==> src/rtl/mdfe_pkg.sv <==
// shared types, marker constants and match-length functions for the frame extractor
`default_nettype none
package mdfe_pkg;

  localparam int MARKER_LEN = 12;
  localparam int MARK_CAP   = 16;
  localparam int HELD_DEPTH = MARKER_LEN - 1;
  localparam int QDEPTH     = 4;
  localparam int QPTR_W     = $clog2(QDEPTH);
  localparam int QCNT_W     = $clog2(QDEPTH + 1);

  localparam logic [1:0] KIND_PAYLOAD  = 2'd0;
  localparam logic [1:0] KIND_COMPLETE = 2'd1;
  localparam logic [1:0] KIND_ABORT    = 2'd2;

  localparam logic [7:0] START_MARKER [MARK_CAP] = '{
    8'h46, 8'h30, 8'h42, 8'h43, 8'h32, 8'h30, 8'h46, 8'h44,
    8'h35, 8'h39, 8'h42, 8'h42, 8'h00, 8'h00, 8'h00, 8'h00 };
  localparam logic [7:0] END_MARKER [MARK_CAP] = '{
    8'h31, 8'h44, 8'h37, 8'h33, 8'h44, 8'h46, 8'h30, 8'h32,
    8'h41, 8'h36, 8'h34, 8'h34, 8'h00, 8'h00, 8'h00, 8'h00 };

  typedef struct packed {
    logic [7:0] data_byte;
    logic       end_of_buffer;
  } in_t;

  typedef struct packed {
    logic [1:0] result_kind;
    logic [7:0] payload_byte;
  } out_t;

  typedef struct packed {
    logic shift;
    logic clear;
  } cell_ctl_t;

  function automatic logic [7:0] marker_at(logic is_end, int idx);
    return is_end ? END_MARKER[idx] : START_MARKER[idx];
  endfunction

  // row len, bit k-1: a match of length k may follow a match of length len
  // if the next byte equals marker byte k-1
  function automatic logic [MARK_CAP-1:0][MARK_CAP-1:0] border_table(logic is_end);
    logic [MARK_CAP-1:0][MARK_CAP-1:0] t;
    logic ok;
    t = '0;
    for (int len = 0; len < MARK_CAP; len++) begin
      for (int k = 1; k <= MARK_CAP; k++) begin
        ok = (k <= len + 1);
        if (ok) begin
          for (int i = 0; i < k - 1; i++) begin
            if (marker_at(is_end, i) != marker_at(is_end, len + 1 - k + i)) ok = 1'b0;
          end
        end
        t[len][k-1] = ok;
      end
    end
    return t;
  endfunction

  localparam logic [MARK_CAP-1:0][MARK_CAP-1:0] START_BORDER = border_table(1'b0);
  localparam logic [MARK_CAP-1:0][MARK_CAP-1:0] END_BORDER   = border_table(1'b1);

  function automatic logic [4:0] match_next(logic is_end, logic [3:0] len, logic [7:0] b);
    logic [MARK_CAP-1:0] row;
    logic [4:0] res;
    row = is_end ? END_BORDER[len] : START_BORDER[len];
    res = '0;
    for (int k = 1; k <= MARK_CAP; k++) begin
      if (row[k-1] && (marker_at(is_end, k - 1) == b)) res = 5'(k);
    end
    return res;
  endfunction

endpackage
`default_nettype wire

==> src/rtl/mdfe_cell.sv <==
// one stage of the payload delay line
`default_nettype none
module mdfe_cell (
  input  wire logic              clk,
  input  wire logic              rst,
  input  wire mdfe_pkg::cell_ctl_t ctl,
  input  wire logic [7:0]        nbr_byte,
  input  wire logic              nbr_valid,
  output logic      [7:0]        held_byte,
  output logic                   held_valid
);
  import mdfe_pkg::*;

  always_ff @(posedge clk) begin
    if (rst) begin
      held_valid <= 1'b0;
    end else if (ctl.clear) begin
      held_valid <= 1'b0;
    end else if (ctl.shift) begin
      held_valid <= nbr_valid;
    end
  end

  always_ff @(posedge clk) begin
    if (ctl.shift) begin
      held_byte <= nbr_byte;
    end
  end

endmodule
`default_nettype wire

==> src/rtl/mdfe_out_queue.sv <==
// small result queue taking up to two results per beat
`default_nettype none
module mdfe_out_queue (
  input  wire logic          clk,
  input  wire logic          rst,
  input  wire logic [1:0]    push_count,
  input  wire mdfe_pkg::out_t push0,
  input  wire mdfe_pkg::out_t push1,
  output logic               room,
  output logic               out_valid,
  input  wire logic          out_stall,
  output mdfe_pkg::out_t     out_data
);
  import mdfe_pkg::*;

  out_t              q [QDEPTH];
  logic [QPTR_W-1:0] wr_ptr;
  logic [QPTR_W-1:0] rd_ptr;
  logic [QCNT_W-1:0] count;
  logic              pop;

  assign out_valid = (count != '0);
  assign out_data  = q[rd_ptr];
  assign pop       = out_valid && !out_stall;
  // two free places are needed for the worst beat
  assign room      = (count <= QCNT_W'(QDEPTH - 2));

  always_ff @(posedge clk) begin
    if (rst) begin
      wr_ptr <= '0;
      rd_ptr <= '0;
      count  <= '0;
    end else begin
      wr_ptr <= wr_ptr + QPTR_W'(push_count);
      if (pop) rd_ptr <= rd_ptr + 1'b1;
      count <= count + QCNT_W'(push_count) - QCNT_W'(pop);
    end
  end

  always_ff @(posedge clk) begin
    if (push_count != 2'd0) q[wr_ptr] <= push0;
    if (push_count == 2'd2) q[wr_ptr + 1'b1] <= push1;
  end

endmodule
`default_nettype wire

==> src/rtl/marker_delimited_frame_extractor.sv <==
// top level: marker hunting, frame control, delay line and result queue
//
//  channel | direction | handshake          | payload
//  in      | input     | in_valid/in_stall  | in_t  (data_byte, end_of_buffer)
//  out     | output    | out_valid/out_stall| out_t (result_kind, payload_byte)
//
// one input beat per cycle while in_stall is low; marker matching is one table lookup per byte
// the delay line shifts one cell per accepted payload byte
// a buffer end inside a frame gives up to two results, drained by the queue one per cycle while out_stall is low
// in_stall rises only while the queue has fewer than two free places
// synchronous reset clears match state, cell valid bits and the queue
`default_nettype none
module marker_delimited_frame_extractor (
  input  wire logic           clk,
  input  wire logic           rst,
  input  wire logic           in_valid,
  output logic                in_stall,
  input  wire mdfe_pkg::in_t  in_data,
  output logic                out_valid,
  input  wire logic           out_stall,
  output mdfe_pkg::out_t      out_data
);
  import mdfe_pkg::*;

  localparam logic [4:0] MLEN = 5'(MARKER_LEN);

  logic       in_frame, in_frame_next;
  logic [3:0] start_len, start_len_next;
  logic [3:0] end_len, end_len_next;
  logic       accept;
  logic       room;
  logic [4:0] start_m, end_m;
  cell_ctl_t  ctl;
  logic [1:0] push_count;
  out_t       push0, push1;

  logic [7:0] chain_byte  [HELD_DEPTH+1];
  logic       chain_valid [HELD_DEPTH+1];

  assign in_stall = !room;
  assign accept   = in_valid && room;
  assign start_m  = match_next(1'b0, start_len, in_data.data_byte);
  assign end_m    = match_next(1'b1, end_len, in_data.data_byte);

  assign chain_byte[HELD_DEPTH]  = in_data.data_byte;
  assign chain_valid[HELD_DEPTH] = 1'b1;

  for (genvar i = 0; i < HELD_DEPTH; i++) begin : g_cell
    mdfe_cell u_cell (
      .clk        (clk),
      .rst        (rst),
      .ctl        (ctl),
      .nbr_byte   (chain_byte[i+1]),
      .nbr_valid  (chain_valid[i+1]),
      .held_byte  (chain_byte[i]),
      .held_valid (chain_valid[i])
    );
  end

  always_comb begin
    in_frame_next  = in_frame;
    start_len_next = start_len;
    end_len_next   = end_len;
    ctl            = '0;
    push_count     = 2'd0;
    push0          = '{result_kind: KIND_PAYLOAD, payload_byte: chain_byte[0]};
    push1          = '{result_kind: KIND_ABORT, payload_byte: 8'h00};
    if (accept) begin
      if (!in_frame) begin
        if (start_m >= MLEN) begin
          in_frame_next  = 1'b1;
          start_len_next = '0;
          end_len_next   = '0;
          ctl.clear      = 1'b1;
        end else begin
          start_len_next = start_m[3:0];
        end
      end else begin
        if (end_m >= MLEN) begin
          push0          = '{result_kind: KIND_COMPLETE, payload_byte: 8'h00};
          push_count     = 2'd1;
          in_frame_next  = 1'b0;
          start_len_next = '0;
          end_len_next   = '0;
          ctl.clear      = 1'b1;
        end else begin
          end_len_next = end_m[3:0];
          ctl.shift    = 1'b1;
          // oldest byte leaves once the line is full
          if (chain_valid[0]) push_count = 2'd1;
        end
      end
      if (in_data.end_of_buffer) begin
        if (in_frame_next) begin
          if (push_count == 2'd0) begin
            push0      = '{result_kind: KIND_ABORT, payload_byte: 8'h00};
            push_count = 2'd1;
          end else begin
            push_count = 2'd2;
          end
        end
        in_frame_next  = 1'b0;
        start_len_next = '0;
        end_len_next   = '0;
        ctl.clear      = 1'b1;
      end
    end
  end

  always_ff @(posedge clk) begin
    if (rst) begin
      in_frame  <= 1'b0;
      start_len <= '0;
      end_len   <= '0;
    end else begin
      in_frame  <= in_frame_next;
      start_len <= start_len_next;
      end_len   <= end_len_next;
    end
  end

  mdfe_out_queue u_queue (
    .clk        (clk),
    .rst        (rst),
    .push_count (push_count),
    .push0      (push0),
    .push1      (push1),
    .room       (room),
    .out_valid  (out_valid),
    .out_stall  (out_stall),
    .out_data   (out_data)
  );

endmodule
`default_nettype wire
==> config.mk <==
export PLATFORM = sky130hd
export DESIGN_NAME = marker_delimited_frame_extractor
export DESIGN_NICKNAME = d
export VERILOG_FILES = /design/src/rtl/mdfe_pkg.sv /design/src/rtl/mdfe_cell.sv /design/src/rtl/mdfe_out_queue.sv /design/src/rtl/marker_delimited_frame_extractor.sv
export SDC_FILE = /design/constraint.sdc
export NUM_CORES = 1
export LEC_CHECK = 0
export ABC_AREA = 1
export BUFFER_PORTS_ARGS = -buffer_cell sky130_fd_sc_hd__buf_2
export CAP_MARGIN = 20
export CORE_MARGIN = 2
export CORE_UTILIZATION = 60
export CTS_BUF_LIST = sky130_fd_sc_hd__clkbuf_8 sky130_fd_sc_hd__clkbuf_16
export CTS_CLUSTER_SIZE = 24
export DETAILED_ROUTE_END_ITERATION = 8
export MAX_ROUTING_LAYER = met4
export PLACE_DENSITY = 0.85
export SLEW_MARGIN = 5
export SYNTH_ARGS = -nofsm -noshare
export SYNTH_HDL_FRONTEND = slang
export SYNTH_SLANG_ARGS = --single-unit
==> constraint.sdc <==
create_clock -name clk -period 4.92 [get_ports clk]
set_clock_uncertainty 0.1 [all_clocks]
set_input_delay 0.246 -clock clk [delete_from_list [all_inputs] [get_ports clk]]
set_output_delay 0.246 -clock clk [all_outputs]
set_load 0.005 [all_outputs]
==> After elaboration in Yosys (flattened, before gate mapping) <==
Memory sizes are Yosys's and may differ from the RTL's. A register that Yosys moved wholly into a read port is not among the register bits.
Index checks and enable logic that the tools add are counted.
{ "word_totals": {"register_bits": 115, "mem_bits_rw": 40, "rom_bits": 512, "output_inout_bits": 12, "mem_count": 3} }
{ "classes": {"n_addsub": 5, "n_lt_le_gt_ge": 5, "eq_ne": 16, "n_mux": 76, "reduce_logical": 44} }
{ "mem_list": {"columns": ["memory", "depth", "width", "read_ports", "rd_ports_with_merged_regs", "write_ports", "line_no", "text"], "rows": [
  ["(no name shown)", 16, 16, 1, 1, 0, "mdfe_pkg.sv:68", "row = is_end ? END_BORDER[len] : START_BORDER[len];"],
  ["(no name shown)", 16, 16, 1, 1, 0, "mdfe_pkg.sv:68", null],
  ["u_queue.q", 4, 10, 1, 1, 2, "mdfe_out_queue.sv:16", "out_t q [QDEPTH];"]
]} }
{ "ops": {"columns": ["operator", "count"], "rows": [
  ["2-to-1 mux 5 bit", 30],
  ["== test 6 x 8 -> 1 bit (first input constant)", 9],
  ["2-to-1 mux 4 bit", 12],
  ["== test 7 x 8 -> 1 bit (first input constant)", 5],
  ["2-to-1 mux 10 bit", 4],
  ["logical AND 1 bit", 34],
  ["2-to-1 mux 16 bit", 2],
  ["2-to-1 mux 2 bit", 10],
  ["2-to-1 mux 9 bit", 2],
  ["2-to-1 mux 1 bit", 16],
  ["greater-or-equal comparator 5 x 4 -> 1 bit (second input constant)", 2],
  ["< comparator 4 x 5 -> 1 bit (second input constant)", 2],
  ["zero test 8 bit", 1],
  ["nonzero test 3 bit", 2],
  ["adder 2 x 1 -> 2 bit (second input constant)", 2],
  ["AND reduction 2 bit", 2],
  ["adder 3 x 2 -> 3 bit", 1],
  ["less-or-equal comparator 3 x 2 -> 1 bit (second input constant)", 1],
  ["inequality test 3 x 2 -> 1 bit (second input constant)", 1],
  ["subtractor 3 x 1 -> 3 bit", 1],
  ["adder 2 bit", 1],
  ["== test 2 bit (second input constant)", 1],
  ["zero test 1 bit", 2],
  ["zero test 2 bit", 1],
  ["other kinds (2)", 2]
]} }

==> Depth between registers and ports, before layout <==
Gate-level depths: netlist of the first run.
{ "depth": {"word_depth": 31, "mapped_depth": 18} }

==> Modules after synthesis <==
Synthesis of the first run repeated with hierarchy kept, for this count alone.
{ "unflattened": {"hier_cells": 740, "area_unflattened_um2": 7827.5} }
{ "by_module_without_submodules": {"columns": ["module", "instances", "cells_per_inst", "area_each_um2"], "rows": [
  ["mdfe_cell", 11, 15, 285.3],
  ["mdfe_out_queue", 1, 264, 2561.2],
  ["marker_delimited_frame_extractor", 1, 311, 2128.3]
]} }

==> Worst setup path after synthesis of the first run <==
OpenSTA, ideal clock, no wires.
{ "synth_path": {"kind": "input to register", "from": "in in_data[1] (netlist bit)", "to": "reg u_queue.count[2]", "setup_ns": 0.120, "arrival_time_ns": 2.473, "required_time_ns": 4.700, "slack_ns": 2.227, "cell_stages": 18, "n_path_buf": 0, "path_cell_list": "nor2_1 > nand2_2 > nor2_4 > nand2_1 > nand2_1 > nor2_2 > nand2_2 > nand2_2 > inv_1 > nor2_1 > ha_1 > or2_1 > nand2_1 > ha_1 > fa_1 > xor2_1 > o21ai_0 > a21oi_1"} }
{ "synth_via": {"elab_chain_len": 29} }
{ "synth_rtl": {"columns": ["element", "line_no", "text"], "rows": [
  ["start, declared", "marker_delimited_frame_extractor.sv:18", "input wire mdfe_pkg::in_t in_data,"],
  ["== test 6 x 8 -> 1 bit", "mdfe_pkg.sv:71", "if (row[k-1] && (marker_at(is_end, k - 1) == b)) res = 5'(k);"],
  ["logical AND 1 bit", "mdfe_pkg.sv:71", null],
  ["2-to-1 mux 1 bit", "mdfe_pkg.sv:71", null],
  ["2-to-1 mux 5 bit (15 in series)", "mdfe_pkg.sv:71", null],
  ["greater-or-equal comparator 5 x 4 -> 1 bit", "marker_delimited_frame_extractor.sv:79", "if (end_m >= MLEN) begin"],
  ["2-to-1 mux 2 bit", "marker_delimited_frame_extractor.sv:79", null],
  ["2-to-1 mux 2 bit", "marker_delimited_frame_extractor.sv:69", "if (!in_frame) begin"],
  ["2-to-1 mux 2 bit", "marker_delimited_frame_extractor.sv:68", "if (accept) begin"],
  ["zero test 2 bit", "marker_delimited_frame_extractor.sv:95", "if (push_count == 2'd0) begin"],
  ["2-to-1 mux 2 bit", "marker_delimited_frame_extractor.sv:95", null],
  ["2-to-1 mux 2 bit", "marker_delimited_frame_extractor.sv:94", "if (in_frame_next) begin"],
  ["2-to-1 mux 2 bit *", "marker_delimited_frame_extractor.sv:93", "if (in_data.end_of_buffer) begin"],
  ["2-to-1 mux 2 bit *", "marker_delimited_frame_extractor.sv:68", null],
  ["adder 3 x 2 -> 3 bit *", "mdfe_out_queue.sv:36", "count <= count + QCNT_W'(push_count) - QCNT_W'(pop);"],
  ["subtractor 3 x 1 -> 3 bit *", "mdfe_out_queue.sv:36", null],
  ["end signal, assigned", "mdfe_out_queue.sv:36", null],
  ["end, declared", "mdfe_out_queue.sv:19", "logic [QCNT_W-1:0] count;"]
]} }
Every way passes the cells marked *; elsewhere a longest branch is shown, timed or not. The select of a mux whose other input is x is not followed.
A chain may end at the register's enable or synchronous reset.

==> Worst setup path in the final report of the first run <==
{ "layout_path": {"from": "in in_data[8] (netlist bit)", "to": "reg u_queue.count[2]"} }
The elaborated chain is that of the path after synthesis.

==> qor.txt, run 1 <==
Status - complete, no violations
CTS hold repair buffers - 8
Dpl cells - 882
Synthesized area per cell - 10.0 um^2
Synth Register Bits - 187
Multiplexer share of the synthesized area - 0%
CP peak stage delay - 0.53 ns
Final hold violations - 0
RSZ-0062 raised after global routing - no
Clock sinks - 187
Static Leakage - 3.29 nW
Worst setup SP type - input pin
Initial antenna violation count - 0
Routability cong. - 0.911
GRT Overall Usage - 23.3%
Worst-path cell chain - dlygate4sd3_1, buf_2, inv_1, nand2_1, nor2_2, nand3_2, nand2_1, nor2_2, nand2_2, nand2_2, inv_1, nor2_1, ha_1, or2_1, nand2_1, ha_1, fa_1, xor2_1, o21ai_0, a21oi_1
IO Port Bufs - 24
Compound-Gate Fraction of Synth Area - 7.79%
Setup slack after layout - 1.38 ns
Synth Flop Type - dfxtp_1
Die width - 114 um
DRC violations left - 0
Worst Setup End Kind - flop
Final WL - 13700 um
IO Count - 25
DR vias - 5008
NumNets Final - 782
Fin crit share - 72.0%
Die height - 114 um
Highest-count cells in the layout ignoring fill and taps - 154 x nor2_1, 99 x nand2_1, 99 x dfxtp_1
Non-filler instance count after layout - 922
Number of global-route vias before repair - 4908
Max-cap violation count - 0
Crit-path max FO - 13
Die area - 13000 um^2
Clock buffer depth - 2
CTS tree - done
Upper clock frequency limit - 282 MHz
Final setup viols - 0
Layout area overhead - 12.2%
TNS Setup - 0 ns
WP buf/inv - 4
EDFF count, synth - 88
Power density over the cells - 408 nW/um^2
Synth warnings - 0
Sequential-to-total area share from yosys stat - 63.8%
Rel. slew slack - 48.7%
Yosys cell types - 38
Ys async rst share - 0%
Crit path top cell by count - nand2_1
Post-CTS sizing - 0
Syn Inst Count - 724
Clock transition at the registers of the reported paths - 0.07 ns
First-pass GRT wire length - 22600 um
Largest net degree at the start of global routing - 55
FP Rows - 40
VDD IR max - 0.289 mV
Post-CTS setup buffers - 0
Core Region - 11900 um^2
Wire length per cell - 14.9 um
Initial core utilization - 60.8%
Worst-Margin Slew - 0.769 ns
Root buf cell - clkbuf_16
Commonest non-fill, non-tap cell in the layout - nor2_1
Top cell type's share of synthesized area - 36.5%
Layout cells sized above 1 - 15.5%
Hold WC Path Type - input pin to flop
# fillers - 886
Crit-path slowest cell - dlygate4sd3_1
Synthesized area - 7250 um^2
Ranking of synthesized cells by area - edfxtp_1 36%, dfxtp_1 27%, nor2_1 8.0%
Minimum clock period - 3.54 ns
Placed Area - 7480 um^2
Largest family of logic cells by synthesized area - simple AND/OR/NAND/NOR gates
CP top delay family - simple AND/OR/NAND/NOR gates
Htree depth - 4
Residual overflow from global routing - 0
CP Class - input pin to flop
Adder-cell area share of the yosys netlist - 1.31%
Post-Synth Simple-Gate Area - 22.1%
Syn_nets - 744
Multi-input logic area - 2280 um^2
Clock latency on the worst-skew pair - 0.43 ns
Initial DRC count - 420
First-pass detailed-route iteration total - 5
Avg Vias per Cell - 5.43
CP arrival - 3.75 ns
Post-Place Worst Slack - 1.52 ns
Post-Synth XOR/XNOR Area - 0.242%
Clock buffer count from CTS - 17
Reg area - 4620 um^2
Final Max Slew Viols - 0
HPWL after detailed placement - 9050 um
DRT antenna net count - 0
Fin area - 8130 um^2
Yosys top cell by area - edfxtp_1
Diodes inserted - 0
CP required - 5.13 ns
[power by group]
part | internal (W) | switching, W
clock network | 0.000727 | 0.000565
registers | 0.00164 | 0.0000349
logic | 0.000126 | 0.000218
[per-stage QoR]
step,utilization (%),power (W),hold slack [ns]
global placement,62.8,0.00202,0.301
finish,68.2,0.00331,0.0549
global route,68.2,0.00345,0.0552
CTS,68.2,0.00333,0.0289
floorplan,-,0.00193,0.216
detailed placement,62.8,0.00205,0.305
[worst paths after layout]
kind                                               startpoint                       endpoint  slack, ns  cells after the start
worst max-delay path                               in_data[8]               u_queue.count[2]       1.38                     20
worst min-delay path                                out_stall                           flop       0.05                      3
worst max register to register                           flop               u_queue.count[2]       2.13                     15
worst min register to register  g_cell[1].u_cell.held_byte[3]  g_cell[0].u_cell.held_byte[3]       0.32                      0
[cell type report]
class / instances / area share, %
sequential: 187 / 56.9
multi-input combinational: 455 / 28.1
clock buffer: 19 / 5.57
inverter: 67 / 3.09
timing repair buffer: 34 / 2.65
tap: 147 / 2.26
clock inverter: 13 / 1.46
[cell usage after synthesis, types with 2 or more instances]
cell type / instances
dfxtp_1: 99
nand4_1: 11
inv_2: 11
nand2_4: 5
ha_1: 6
o21ai_1: 17
xor2_1: 2
nor2_2: 5
a21oi_1: 20
nand3_2: 6
o22ai_1: 10
buf_2: 4
clkbuf_1: 6
edfxtp_1: 88
nand3_1: 26
o21ai_2: 3
nor3_1: 4
nor2_4: 6
nand2_2: 22
nand2_1: 99
buf_6: 4
o21ai_0: 47
inv_1: 55
nor2_1: 154
[logic make-up after synthesis]
group | count (synthesis)
and+or+nand+nor | 344
DFF | 187
AOI/OAI and AO/OA | 102
buffers and inverters | 82
adders and majority gates | 7
xor gates and xnor gates | 2
[worst min-delay path, cell delays in order]
cell	delay (ns)
buf_2	0.07
a31oi_1	0.07
a21oi_1	0.14
[routing by layer]
metal | vias to the layer above | global-route usage [%] | share of wire [%]
li1 | 2472 | - | -
met1 | 2355 | 26.5 | 42
met2 | 150 | 40.0 | 51
met3 | 31 | 5.05 | 4.5
met4 | 0 | 9.76 | 2.5
met5 | - | - | 0
(Power assumes the default switching activity.)
==> run 2: changes to the inputs <==
Settings changed: ABC_AREA 1 to 0, CORE_UTILIZATION 60 to 55, PLACE_DENSITY 0.85 to 0.83.
Clock period 4.92 ns to 3.1 ns, I/O delays scaled along.
==> run 2 against run 1 <==
  * Cell count decreased by 16%
  * Via count decreased by 10%
  * Setup slack got worse by 1.3 ns
  * Synthesized cell count decreased by 26%
  * Utilization decreased by 2.2 points
  * Sequential cell count unchanged
  * Global-route usage decreased by 1.1 points
  * Critical path type is now flop to flop
  * Highest routed layer unchanged
==> qor.txt, run 2 <==
Status - complete, no violations
Initial antenna violation count - 0 (unchanged)
Min-delay src - out_stall
Layout area overhead - 18.9%
First-pass detailed-route iteration total - 5 (unchanged)
Ys async rst share - 0% (unchanged)
Fin crit share - 97.4%
Synthesized area - 6930 um^2 (-4.4%)
Number of global-route vias before repair - 4496 (-8.4%)
Synth warnings - 0 (unchanged)
DRC violations left - 0 (unchanged)
Placed Area - 7330 um^2 (-2.0%)
Final WL - 13400 um (-1.8%)
Final setup viols - 0 (unchanged)
CP Class - flop to flop
Yosys top cell by area - edfxtp_1
Post-Synth Simple-Gate Area - 13.3% (-8.8 points)
Syn_nets - 557 (-25%)
First-pass GRT wire length - 21900 um (-2.9%)
Highest-count cells in the layout ignoring fill and taps - 97 x dfxtp_1, 88 x edfxtp_1, 49 x nor2_1
Adder-cell area share of the yosys netlist - 1.37% (+0.060 points)
Die height - 116 um (+2.1%)
NumNets Final - 612 (-22%)
Rel. slew slack - 26.3% (-22 points)
IO Count - 25 (unchanged)
Crit-path max FO - 4 (-9)
Top cell type's share of synthesized area - 38.1% (+1.7 points)
Synth Register Bits - 187 (unchanged)
Final core occ - 66.1% (-2.2 points)
Diodes inserted - 0 (unchanged)
Compound-Gate Fraction of Synth Area - 12.0% (+4.3 points)
Residual overflow from global routing - 0 (unchanged)
Core Region - 12500 um^2 (+4.7%)
Upper clock frequency limit - 331 MHz
TNS Setup - 0 ns (unchanged)
Clock buffer depth - 2 (unchanged)
Post-Synth XOR/XNOR Area - 0.758% (+0.52 points)
Sequential-to-total area share from yosys stat - 66.7% (+2.9 points)
Synth Flop Type - dfxtp_1
Max-cap violation count - 0 (unchanged)
Htree depth - 4 (unchanged)
Worst setup SP type - flop
Fin area - 8240 um^2 (+1.3%)
Hold WC Path Type - input pin to flop
CP arrival - 3.23 ns (-0.52 ns)
Wire length per cell - 17.3 um (+17%)
Clock sinks - 187 (unchanged)
Clock transition at the registers of the reported paths - 0.07 ns (about the same)
CP required - 3.31 ns (-1.82 ns)
Avg Vias per Cell - 5.78 (+6.4%)
Post-synth top cells - 99 x dfxtp_1, 88 x edfxtp_1, 53 x nor2_1
Hold Path Depth - 4 (+1)
Die width - 116 um (+2.1%)
Initial core utilization - 55.6% (-5.3 points)
Power density over the cells - 671 nW/um^2 (+65%)
Syn Inst Count - 537 (-26%)
HPWL after detailed placement - 8690 um (-4.0%)
IO Port Bufs - 24 (unchanged)
Commonest non-fill, non-tap cell in the layout - dfxtp_1
VDD IR max - 0.810 mV (+180%)
Power Total - 0.00553 W (+67%)
Multiplexer share of the synthesized area - 3.70% (+3.7 points)
Minimum clock period - 3.02 ns
Clock latency on the worst-skew pair - 0.43 ns (about the same)
EDFF count, synth - 88 (unchanged)
Worst Setup End Kind - flop
DRT antenna net count - 0 (unchanged)
GRT Overall Usage - 22.1% (-1.1 points)
Routability cong. - 0.869 (-4.6%)
# fillers - 881 (-0.56%)
Static Leakage - 2.90 nW (-12%)
Clock buffer count from CTS - 17 (unchanged)
Non-filler instance count after layout - 777 (-16%)
Final hold violations - 0 (unchanged)
Ranking of synthesized cells by area - edfxtp_1 38%, dfxtp_1 29%, a22o_1 4.6%
Dpl cells - 732 (-17%)
Initial DRC count - 399 (-5.0%)
Root buf cell - clkbuf_16
Worst-Margin Slew - 1.11 ns (+0.336 ns)
Top-count cell post-synth - dfxtp_1
Yosys cell types - 68 (+79%)
Synthesized area per cell - 12.9 um^2 (+29%)
Largest net degree at the start of global routing - 100 (+82%)
CTS tree - done
FP Rows - 41 (+2.5%)
Final Max Slew Viols - 0 (unchanged)
Layout cells sized above 1 - 21.0% (+5.5 points)
Reg2Reg Depth - 13 (-2)
DR vias - 4489 (-10%)
Die area - 13500 um^2 (+4.2%)
Largest family of logic cells by synthesized area - simple AND/OR/NAND/NOR gates
-- run 2: cell types whose count changed after synthesis, moves of 7 or more --
| cell | delta |
|---|---|
| mux4_2 | +10 |
| and2_1 | +7 |
| o21ai_1 | -16 |
| nor2_1 | -101 |
| nand2_1 | -55 |
| a22o_1 | +36 |
| inv_2 | -10 |
| nand3_1 | -13 |
| nor2b_1 | +10 |
| o21ai_0 | -37 |
| inv_1 | -39 |
| nand2_2 | -22 |
| clkbuf_1 | +8 |
-- run 2: critical path, cell delays in order (launching register included) --
cell,delay (ns)
dfxtp_2,0.33
or4_1,0.50
and3_4,0.23
nor2_4,0.13
nor2_4,0.05
nor2_4,0.19
ha_4,0.19
nand3_4,0.09
ha_4,0.29
inv_2,0.03
fa_2,0.37
xor2_2,0.19
xnor2_1,0.16
nor2_1,0.05
-- run 2: cells by family after synthesis --
kind of cell,count (synthesis)
fa+ha+maj,7
flops,187
xor+xnor,6
simple gates,177
buf+inv,36
compound gates,111
mux,13
-- run 2: timing repair --
action	4_1_cts	5_1_grt
gates cloned	0	0
buffers inserted	0	5
pin swaps	1	15
endpoints found under the setup margin	30	42
resized for setup	8	30
hold buffers	8	0
endpoints found under the hold margin	8	0
-- run 2: final timing paths --
| path | to | slack [ns] |
|---|---|---|
| setup / recovery | u_queue.count[2] | 0.08 |
| hold / removal | u_queue.rd_ptr[0] | 0.03 |
| setup reg to reg | u_queue.count[2] | 0.08 |
| hold reg to reg | g_cell[6].u_cell.held_byte[1] | 0.32 |
-- run 2: per-stage QoR --
stage / hold WS (ns) / setup slack, ns
after detailed placement: 0.298 / -0.0751
after CTS: 0.0203 / -0.0422
after global routing: 0.0543 / -0.0413
after global placement: 0.297 / 0.0648
after floorplan: 0.154 / 0.0389
final: 0.0340 / 0.0797
-- run 2: layer usage --
metal / share of wire [%] / track usage (%) / up-vias
met5: 0 / - / -
met4: 2.5 / 8.57 / 0
met3: 4.2 / 6.02 / 38
met2: 53 / 37.8 / 130
met1: 40 / 24.8 / 2193
li1: - / - / 2128
-- run 2: layout make-up --
type                            count  area (um^2)  area share (%)
Clock buffer                       17          425            5.16
Timing Repair Buffer               54          378            4.59
Inverter                           18         68.8           0.835
Tap cell                          172          215            2.61
Multi-Input combinational cell    314         2350            28.5
Sequential cell                   187         4630            56.2
Clock inverter                     15          173            2.10
-- run 2: power by group --
group / switching (W) / internal (W)
Combinational: 0.000274 / 0.000341
Clock: 0.000907 / 0.00127
Sequential: 0.0000897 / 0.00265
Total: 0.00127 / 0.00426
